File: src/rtl/pcfp_pkg.sv
// Shared types and constants for the front-plane polygon clipper.
package pcfp_pkg;

  localparam int COUNT_W     = 8;
  localparam int QUEUE_DEPTH = 4;
  localparam int QUEUE_AW    = 2;

  // result tuser bit positions
  localparam int TU_VALID = 0;
  localparam int TU_CROSS = 1;
  localparam int TU_DONE  = 2;
  localparam int TUSER_W  = 3;

  typedef enum logic [1:0] {
    OP_VERTEX,
    OP_CROSS,
    OP_DONE
  } op_kind_t;

  typedef struct packed {
    op_kind_t kind;
    logic     run_last;
  } op_ctl_t;

endpackage

File: src/rtl/pcfp_fifo.sv
// Small first-in first-out queue of clip operations between front and back.
module pcfp_fifo #(
  parameter int W = 8
) (
  input  logic         clk,
  input  logic         rst,
  input  logic         push,
  input  logic [W-1:0] wdata,
  output logic         full,
  input  logic         pop,
  output logic [W-1:0] rdata,
  output logic         empty
);
  import pcfp_pkg::*;

  logic [W-1:0]        mem [QUEUE_DEPTH];
  logic [QUEUE_AW-1:0] wr_ptr;
  logic [QUEUE_AW-1:0] rd_ptr;
  logic [QUEUE_AW:0]   fill;

  assign full  = (fill == (QUEUE_AW+1)'(QUEUE_DEPTH));
  assign empty = (fill == '0);
  assign rdata = mem[rd_ptr];

  always_ff @(posedge clk) begin
    if (push && !full) begin
      mem[wr_ptr] <= wdata;
    end
  end

  always_ff @(posedge clk) begin
    if (rst) begin
      wr_ptr <= '0;
      rd_ptr <= '0;
      fill   <= '0;
    end else begin
      if (push && !full) begin
        wr_ptr <= wr_ptr + 1'b1;
      end
      if (pop && !empty) begin
        rd_ptr <= rd_ptr + 1'b1;
      end
      case ({push && !full, pop && !empty})
        2'b10:   fill <= fill + 1'b1;
        2'b01:   fill <= fill - 1'b1;
        default: fill <= fill;
      endcase
    end
  end

endmodule

File: src/rtl/pcfp_front.sv
// Front part: takes vertices, tracks previous and first vertex, issues clip operations.
module pcfp_front #(
  parameter int CW = 16
) (
  input  logic                   clk,
  input  logic                   rst,
  input  logic                   in_valid,
  output logic                   in_ready,
  input  logic [CW-1:0]          in_x,
  input  logic [CW-1:0]          in_y,
  input  logic [CW-1:0]          in_z,
  input  logic                   in_last,
  output logic                   push,
  input  logic                   full,
  output pcfp_pkg::op_ctl_t      ctl,
  output logic [CW-1:0]          p_x,
  output logic [CW-1:0]          p_y,
  output logic [CW-1:0]          p_z,
  output logic [CW-1:0]          c_x,
  output logic [CW-1:0]          c_y,
  output logic [CW-1:0]          c_z
);
  import pcfp_pkg::*;

  logic [CW-1:0] prev_x, prev_y, prev_z;
  logic          prev_in;
  logic [CW-1:0] first_x, first_y, first_z;
  logic          first_in;
  logic          awaiting;
  logic [CW-1:0] cur_x, cur_y, cur_z;
  logic [CW-1:0] edge_x, edge_y, edge_z;
  // pending ops: 0 entry crossing, 1 current vertex, 2 closing crossing, 3 done marker
  logic [3:0]    pend;
  logic [3:0]    pend_next;
  logic [3:0]    slot;
  logic          accept;
  logic          cur_in;
  logic          first_in_eff;

  assign in_ready = (pend == '0);
  assign accept   = in_valid && in_ready;
  assign cur_in   = !in_z[CW-1] && (in_z != '0);
  assign first_in_eff = awaiting ? cur_in : first_in;

  always_comb begin
    pend_next[0] = !awaiting && (prev_in != cur_in);
    pend_next[1] = cur_in;
    pend_next[2] = in_last && (cur_in != first_in_eff);
    pend_next[3] = in_last;
  end

  // lowest pending op goes first
  assign slot = pend & (~pend + 4'd1);
  assign push = (pend != '0) && !full;

  always_comb begin
    ctl.run_last = ((pend & ~slot) == '0);
    ctl.kind     = OP_DONE;
    p_x = edge_x;
    p_y = edge_y;
    p_z = edge_z;
    c_x = cur_x;
    c_y = cur_y;
    c_z = cur_z;
    case (slot)
      4'b0001: ctl.kind = OP_CROSS;
      4'b0010: ctl.kind = OP_VERTEX;
      4'b0100: begin
        ctl.kind = OP_CROSS;
        p_x = cur_x;
        p_y = cur_y;
        p_z = cur_z;
        c_x = first_x;
        c_y = first_y;
        c_z = first_z;
      end
      default: ctl.kind = OP_DONE;
    endcase
  end

  always_ff @(posedge clk) begin
    if (rst) begin
      pend     <= '0;
      awaiting <= 1'b1;
      prev_in  <= 1'b0;
      first_in <= 1'b0;
    end else if (accept) begin
      pend     <= pend_next;
      awaiting <= in_last;
      edge_x   <= prev_x;
      edge_y   <= prev_y;
      edge_z   <= prev_z;
      prev_x   <= in_x;
      prev_y   <= in_y;
      prev_z   <= in_z;
      prev_in  <= cur_in;
      cur_x    <= in_x;
      cur_y    <= in_y;
      cur_z    <= in_z;
      if (awaiting) begin
        first_x  <= in_x;
        first_y  <= in_y;
        first_z  <= in_z;
        first_in <= cur_in;
      end
    end else if (push) begin
      pend <= pend & ~slot;
    end
  end

endmodule

File: src/rtl/pcfp_div.sv
// Radix-2 restoring signed divider, one quotient bit per cycle, truncating toward zero.
module pcfp_div #(
  parameter int CW = 16
) (
  input  logic                 clk,
  input  logic                 rst,
  input  logic                 start,
  input  logic signed [2*CW+1:0] num,
  input  logic signed [CW:0]   den,
  output logic                 done,
  output logic signed [CW:0]   quo
);
  localparam int CNT_W = $clog2(CW + 1);

  logic [2*CW+1:0] nmag;
  logic [CW:0]     dmag_in;
  logic [CW:0]     dmag;
  logic [CW:0]     rem;
  logic [CW-1:0]   sh;
  logic            neg;
  logic            busy;
  logic [CNT_W-1:0] cnt;
  logic [CW+1:0]   trial;
  logic            qbit;

  assign nmag    = num[2*CW+1] ? -num : num;
  assign dmag_in = den[CW] ? -den : den;
  assign trial   = {rem, sh[CW-1]};
  assign qbit    = (trial >= {1'b0, dmag});
  assign quo     = neg ? -$signed({1'b0, sh}) : $signed({1'b0, sh});

  always_ff @(posedge clk) begin
    if (rst) begin
      busy <= 1'b0;
      done <= 1'b0;
      cnt  <= '0;
    end else begin
      done <= 1'b0;
      if (start) begin
        busy <= 1'b1;
        cnt  <= CNT_W'(CW);
        // quotient magnitude stays below 2^CW, so the high part is already below the divisor
        rem  <= nmag[2*CW:CW];
        sh   <= nmag[CW-1:0];
        dmag <= dmag_in;
        neg  <= num[2*CW+1] ^ den[CW];
      end else if (busy) begin
        rem  <= qbit ? (CW+1)'(trial - {1'b0, dmag}) : trial[CW:0];
        sh   <= {sh[CW-2:0], qbit};
        cnt  <= cnt - 1'b1;
        if (cnt == CNT_W'(1)) begin
          busy <= 1'b0;
          done <= 1'b1;
        end
      end
    end
  end

endmodule

File: src/rtl/pcfp_back.sv
// Back part: executes clip operations, computes crossing points, counts and emits results.
module pcfp_back #(
  parameter int CW        = 16,
  parameter int COUNT_CAP = 128
) (
  input  logic                           clk,
  input  logic                           rst,
  input  logic                           empty,
  output logic                           pop,
  input  pcfp_pkg::op_ctl_t              ctl,
  input  logic [CW-1:0]                  in_px,
  input  logic [CW-1:0]                  in_py,
  input  logic [CW-1:0]                  in_pz,
  input  logic [CW-1:0]                  in_cx,
  input  logic [CW-1:0]                  in_cy,
  input  logic [CW-1:0]                  in_cz,
  output logic                           out_valid,
  input  logic                           out_ready,
  output logic [CW-1:0]                  out_x,
  output logic [CW-1:0]                  out_y,
  output logic [CW-1:0]                  out_z,
  output logic [pcfp_pkg::COUNT_W-1:0]   out_count,
  output logic                           out_vvalid,
  output logic                           out_cross,
  output logic                           out_done,
  output logic                           out_last
);
  import pcfp_pkg::*;

  typedef enum logic [1:0] {ST_IDLE, ST_MUL, ST_DIV, ST_EMIT} state_t;

  state_t              state;
  op_kind_t            kind;
  logic                run_last;
  logic [CW-1:0]       px, py, pz, cx, cy, cz;
  logic signed [CW:0]  diff_x, diff_y, neg_pz, dz_w;
  logic signed [2*CW+1:0] prod_x, prod_y;
  logic signed [CW:0]  dz;
  logic                div_go;
  logic                done_x, done_y;
  logic signed [CW:0]  quo_x, quo_y;
  logic [COUNT_W-1:0]  count;
  logic [COUNT_W-1:0]  count_inc;
  logic                take;

  assign pop    = (state == ST_IDLE) && !empty;
  assign take   = !out_valid || out_ready;
  assign diff_x = $signed({cx[CW-1], cx}) - $signed({px[CW-1], px});
  assign diff_y = $signed({cy[CW-1], cy}) - $signed({py[CW-1], py});
  assign neg_pz = -$signed({pz[CW-1], pz});
  assign dz_w   = $signed({cz[CW-1], cz}) - $signed({pz[CW-1], pz});
  assign count_inc = (count < COUNT_W'(COUNT_CAP)) ? count + 1'b1 : count;

  pcfp_div #(.CW(CW)) u_div_x (
    .clk   (clk),
    .rst   (rst),
    .start (div_go),
    .num   (prod_x),
    .den   (dz),
    .done  (done_x),
    .quo   (quo_x)
  );

  pcfp_div #(.CW(CW)) u_div_y (
    .clk   (clk),
    .rst   (rst),
    .start (div_go),
    .num   (prod_y),
    .den   (dz),
    .done  (done_y),
    .quo   (quo_y)
  );

  always_ff @(posedge clk) begin
    if (rst) begin
      state     <= ST_IDLE;
      div_go    <= 1'b0;
      count     <= '0;
      out_valid <= 1'b0;
    end else begin
      div_go <= (state == ST_MUL);
      if (state == ST_EMIT && take) begin
        out_valid <= 1'b1;
      end else if (out_ready) begin
        out_valid <= 1'b0;
      end
      case (state)
        ST_IDLE: begin
          if (!empty) begin
            kind     <= ctl.kind;
            run_last <= ctl.run_last;
            px <= in_px;
            py <= in_py;
            pz <= in_pz;
            cx <= in_cx;
            cy <= in_cy;
            cz <= in_cz;
            state <= (ctl.kind == OP_CROSS) ? ST_MUL : ST_EMIT;
          end
        end
        ST_MUL: begin
          prod_x <= (2*CW+2)'(diff_x) * (2*CW+2)'(neg_pz);
          prod_y <= (2*CW+2)'(diff_y) * (2*CW+2)'(neg_pz);
          dz     <= dz_w;
          state  <= ST_DIV;
        end
        ST_DIV: begin
          if (done_x && done_y) begin
            state <= ST_EMIT;
          end
        end
        ST_EMIT: begin
          if (take) begin
            out_last  <= run_last;
            state     <= ST_IDLE;
            case (kind)
              OP_VERTEX: begin
                out_x      <= cx;
                out_y      <= cy;
                out_z      <= cz;
                out_vvalid <= 1'b1;
                out_cross  <= 1'b0;
                out_done   <= 1'b0;
                out_count  <= '0;
                count      <= count_inc;
              end
              OP_CROSS: begin
                out_x      <= px + quo_x[CW-1:0];
                out_y      <= py + quo_y[CW-1:0];
                out_z      <= '0;
                out_vvalid <= 1'b1;
                out_cross  <= 1'b1;
                out_done   <= 1'b0;
                out_count  <= '0;
                count      <= count_inc;
              end
              // OP_DONE
              default: begin
                out_x      <= '0;
                out_y      <= '0;
                out_z      <= '0;
                out_vvalid <= 1'b0;
                out_cross  <= 1'b0;
                out_done   <= 1'b1;
                out_count  <= count;
                count      <= '0;
              end
            endcase
          end
        end
        default: state <= ST_IDLE;
      endcase
    end
  end

endmodule

File: src/rtl/polygon_clip_front_plane_top.sv
// Top level: single-plane (z > 0) polygon clipper, vertex stream in, clipped vertex stream out.
// Front accepts one vertex, then issues one queued op per cycle while the queue is not full (up to four per vertex).
// Back: a plain vertex or done marker goes from idle straight to emit; a crossing point goes through
// multiply, then the bit-serial dividers (x and y in parallel), then emit. The back pops a new op
// only from idle, and the front takes a new vertex only once all ops of the last one are queued.
// Synchronous active-high reset clears the queue, the vertex tracking and the output valid.
module polygon_clip_front_plane_top #(
  parameter int  COORD_WIDTH          = 16,
  parameter int  MAX_POLYGON_VERTICES = 64,
  localparam int IN_W  = ((3 * COORD_WIDTH + 7) / 8) * 8,
  localparam int OUT_W = ((3 * COORD_WIDTH + pcfp_pkg::COUNT_W + 7) / 8) * 8
) (
  input  logic                         clk,
  input  logic                         rst,
  input  logic                         s_tvalid,
  output logic                         s_tready,
  input  logic [IN_W-1:0]              s_tdata,  // vertex_x, vertex_y, vertex_z
  input  logic                         s_tlast,  // last_vertex
  output logic                         m_tvalid,
  input  logic                         m_tready,
  output logic [OUT_W-1:0]             m_tdata,  // out_x, out_y, out_z, out_count
  output logic [pcfp_pkg::TUSER_W-1:0] m_tuser,  // vertex_valid, is_crossing, polygon_done
  output logic                         m_tlast   // run_last
);
  import pcfp_pkg::*;

  localparam int CW        = COORD_WIDTH;
  localparam int COUNT_CAP = (2 * MAX_POLYGON_VERTICES > 255) ? 255 : 2 * MAX_POLYGON_VERTICES;
  localparam int Q_W       = $bits(op_ctl_t) + 6 * CW;

  logic          f_push, q_full, q_pop, q_empty;
  op_ctl_t       f_ctl, q_ctl;
  logic [CW-1:0] f_px, f_py, f_pz, f_cx, f_cy, f_cz;
  logic [CW-1:0] q_px, q_py, q_pz, q_cx, q_cy, q_cz;
  logic [Q_W-1:0] q_wdata, q_rdata;
  logic [CW-1:0] o_x, o_y, o_z;
  logic [COUNT_W-1:0] o_count;
  logic          o_vvalid, o_cross, o_done;

  pcfp_front #(.CW(CW)) u_front (
    .clk      (clk),
    .rst      (rst),
    .in_valid (s_tvalid),
    .in_ready (s_tready),
    .in_x     (s_tdata[CW-1:0]),
    .in_y     (s_tdata[2*CW-1:CW]),
    .in_z     (s_tdata[3*CW-1:2*CW]),
    .in_last  (s_tlast),
    .push     (f_push),
    .full     (q_full),
    .ctl      (f_ctl),
    .p_x      (f_px),
    .p_y      (f_py),
    .p_z      (f_pz),
    .c_x      (f_cx),
    .c_y      (f_cy),
    .c_z      (f_cz)
  );

  assign q_wdata = {f_ctl, f_px, f_py, f_pz, f_cx, f_cy, f_cz};

  pcfp_fifo #(.W(Q_W)) u_queue (
    .clk   (clk),
    .rst   (rst),
    .push  (f_push),
    .wdata (q_wdata),
    .full  (q_full),
    .pop   (q_pop),
    .rdata (q_rdata),
    .empty (q_empty)
  );

  assign {q_ctl, q_px, q_py, q_pz, q_cx, q_cy, q_cz} = q_rdata;

  pcfp_back #(.CW(CW), .COUNT_CAP(COUNT_CAP)) u_back (
    .clk        (clk),
    .rst        (rst),
    .empty      (q_empty),
    .pop        (q_pop),
    .ctl        (q_ctl),
    .in_px      (q_px),
    .in_py      (q_py),
    .in_pz      (q_pz),
    .in_cx      (q_cx),
    .in_cy      (q_cy),
    .in_cz      (q_cz),
    .out_valid  (m_tvalid),
    .out_ready  (m_tready),
    .out_x      (o_x),
    .out_y      (o_y),
    .out_z      (o_z),
    .out_count  (o_count),
    .out_vvalid (o_vvalid),
    .out_cross  (o_cross),
    .out_done   (o_done),
    .out_last   (m_tlast)
  );

  assign m_tdata = OUT_W'({o_count, o_z, o_y, o_x});
  assign m_tuser = {o_done, o_cross, o_vvalid};

endmodule

File: config.mk
export PLATFORM = sky130hd
export DESIGN_NAME = polygon_clip_front_plane_top
export DESIGN_NICKNAME = d
export VERILOG_FILES = /design/src/rtl/pcfp_pkg.sv /design/src/rtl/pcfp_fifo.sv /design/src/rtl/pcfp_front.sv /design/src/rtl/pcfp_div.sv /design/src/rtl/pcfp_back.sv /design/src/rtl/polygon_clip_front_plane_top.sv
export SDC_FILE = /design/constraint.sdc
export NUM_CORES = 2
export LEC_CHECK = 0
export ABC_AREA = 1
export BUFFER_PORTS_ARGS = -buffer_cell sky130_fd_sc_hd__buf_2
export CAP_MARGIN = 30
export CORE_MARGIN = 3
export CORE_UTILIZATION = 61
export CTS_CLUSTER_SIZE = 16
export DETAILED_ROUTE_END_ITERATION = 8
export PLACE_DENSITY = 0.82
export RECOVER_POWER = 100
export SETUP_SLACK_MARGIN = 0.15
export SLEW_MARGIN = 20
export SYNTH_ARGS = -nofsm -noshare
export SYNTH_HDL_FRONTEND = slang
export SYNTH_SLANG_ARGS = --single-unit
File: constraint.sdc
create_clock -name clk -period 15.75 [get_ports clk]
set_input_delay 3.15 -clock clk [delete_from_list [all_inputs] [get_ports clk]]
set_output_delay 3.15 -clock clk [all_outputs]
set_load 0.1 [all_outputs]
==> qor.txt <==
GPL Wtd Cong = 0.995
outcome = finished, violations left
hold path start = u_front.prev_z[8]
DR WL/cell = 20.3 um
final hold vios = 0
ys async rst share = 0%
clock sinks = 911
max frequency = 0.0925 GHz
kind of critical path = reg -> reg
CTS Buffer Depth = 3
Post-Syn Instances = 7,082
final wirelength = 175 mm
ys flop type = edfxtp_1
TNS Setup = 0 ns
vias in the first global route = 49,400
Final Skew = 0.0694 ns
RSZ-0062 raised after global routing = false
Reg clk slew, reported paths = 0.07 ns
Skew-Pair Late Insertion Delay = 0.71 ns
first-pass GRT wire length = 272 mm
DRC viols = 0
max_cap viols = 29
pin count of the biggest net entering global routing = 100
worst slew pin tran = 3.94 ns
failing checks = capacitance limit, slew limit
final setup violation count = 0
register-to-register path setup slack = 4.94 ns
Post-Syn Nets = 8,037
cts hold-fix bufs = 0
CP max FO = 36
final worst slack = 4.94 ns
Final Critical Period = 10.81 ns
Startpoint Class = register
Via density = 5.79
Syn Std Cell Area = 66,200 um2
FF-to-FF End = u_back.prod_x[32]
Critical Path RT = 16.16 ns
CP top delay family = buffers and inverters
TritonCTS clock tree = done
crit-path most repeated cell = fa_1
Reg2Reg Launch Point = u_back.pz[0]
period utilization = 68.6%
Syn. warnings = 0
dpl ws = 7.86 ns
initial core utilization = 61.7%
htree depth = 3
Setup Buffers After CTS = 0
Hold WC Path Type = reg -> reg
initial DRC count = 5,422
CTS root buffer = clkbuf_16
layout cells sized above 1 = 3.93%
core outline area = 107,000 um2
Critical Path AT = 11.21 ns
Buf/Inv on CP = 7
register area share after synthesis = 40.7%
P&R area growth vs syn = 7.44%
commonest non-fill, non-tap cell in the layout = inv_1
Rows = 120
FF+latch count, synth = 911
Post-layout nets = 8,109
io pins = 115
1st-pass router iterations = 6
input/output buffers = 114
Ant. Diodes = 0
hold path depth = 0
number of flops mapped to enable cells by yosys = 869
CTS Buf Count = 91
die width = 335 um
syn avg cell area = 9.35 um2
hpwl dp = 131 mm
Die Area = 113,000 um2
Detail Route Antenna Nets = 0
GRT Residual Overflow = 0
antenna violations before repair = 4
CP Capture Type = register
CP peak stage delay = 1.52 ns
Vias = 50,000
Die Y = 335 um
most frequent cells in the layout = inv_1 (1,279), nand2_1 (1,251), nor2_1 (910), edfxtp_1 (869), fa_1 (600)
library cells used by synthesis = 62
path depth of the worst reg2reg path = 26
post-CTS sizing = 0
hold path endpoint = u_front.edge_z[8]
Tot GR Track Use = 31.1%
Slew Limit Headroom = -163%
Max Slew Vio Count = 1,418
CP max-delay cell = clkbuf_1
==> sequential cells by signal, summed over array words and instances, names as in the netlist, 17 cells and up, named ones only <==
register,flops
u_back.prod_y,34
u_back.u_div_y.rem,17
u_back.dz,17
u_back.u_div_y.dmag,17
u_back.prod_x,34
u_queue.mem,396
u_back.u_div_x.rem,17
==> through the flow <==
stage / instance area (um2) / utilization, % / hold slack, ns / std cells
2_1_floorplan: 66200 / - / 0.400 / 7082
3_3_place_gp: 68100 / 63.5 / 0.430 / 8456
3_5_place_dp: 68200 / 63.5 / 0.433 / 8458
4_1_cts: 71400 / 66.5 / 0.443 / 8626
5_1_grt: 71100 / 66.2 / 0.451 / 8632
6_report: 71100 / 66.2 / 0.442 / 8632
==> synthesized netlist by cell type (6+ instances only) <==
cell | n | area, um2
a21boi_0 | 10 | 75.1
a21o_1 | 18 | 135
a21oi_1 | 260 | 1300
a31oi_1 | 11 | 68.8
buf_1 | 6 | 22.5
buf_2 | 32 | 160
buf_4 | 10 | 75.1
clkbuf_1 | 132 | 495
dfxtp_1 | 42 | 841
edfxtp_1 | 869 | 26100
fa_1 | 600 | 12000
ha_1 | 302 | 3780
inv_1 | 1278 | 4800
inv_2 | 18 | 67.6
nand2_1 | 1251 | 4700
nand2_2 | 19 | 119
nand3_1 | 329 | 1650
nand3_2 | 7 | 70.1
nand3b_1 | 19 | 143
nand4_1 | 79 | 494
nor2_1 | 914 | 3430
nor2_2 | 9 | 56.3
nor2_4 | 7 | 78.8
nor3_1 | 43 | 215
nor4_1 | 6 | 37.5
o211ai_1 | 6 | 45.0
o21a_1 | 11 | 82.6
o21ai_0 | 427 | 2140
o21ai_1 | 7 | 35.0
o21bai_1 | 12 | 90.1
o22ai_1 | 100 | 626
or2_2 | 20 | 125
xnor2_1 | 48 | 420
xor2_1 | 117 | 1020
xor2_2 | 8 | 130
==> routing by layer <==
layer / GRT usage, % / wire length, um
met5: 0 / 23
met4: 12.4 / 7680
met3: 6.34 / 17700
met2: 49.7 / 80400
met1: 42.3 / 69300
==> area by class of cell <==
| class | instances | area [um2] |
|---|---|---|
| fill | 8248 | 36200 |
| tap | 1403 | 1760 |
| sequential | 911 | 26900 |
| inverter | 1301 | 4890 |
| clock inverter | 59 | 845 |
| timing repair buffer | 164 | 746 |
| multi-input combinational | 4685 | 33600 |
| clock buffer | 109 | 2350 |
==> logic make-up (layout without fill, tap and decap cells) <==
family                     count (synthesis)  in the layout  synth area share [%]
xor gates and xnor gates                 176            176                  2.49
DFF                                      911            911                  40.7
AOI/OAI and AO/OA                        882            882                  7.22
and+or+nand+nor                         2725           2725                  17.1
adders and majority gates                902            902                  23.9
buffers and inverters                   1486           1633                  8.61
==> worst max path at each step <==
stage                             from                 to  slack, ns  depth (start not counted)
after global routing      u_back.pz[0]  u_back.prod_x[32]       4.60                         26
after floorplan                    rst       u_back.cx[0]       4.94                          2
after global placement    u_back.pz[0]  u_back.prod_y[18]       7.94                         27
final                     u_back.pz[0]  u_back.prod_x[32]       4.94                         26
after detailed placement  u_back.pz[0]  u_back.prod_x[33]       7.86                         28
after CTS                 u_back.pz[0]  u_back.prod_x[33]       7.83                         28
Power is left out: the tool's default activity adds up to more than one toggle a clock period on the data nets, which glitch-free logic cannot reach.
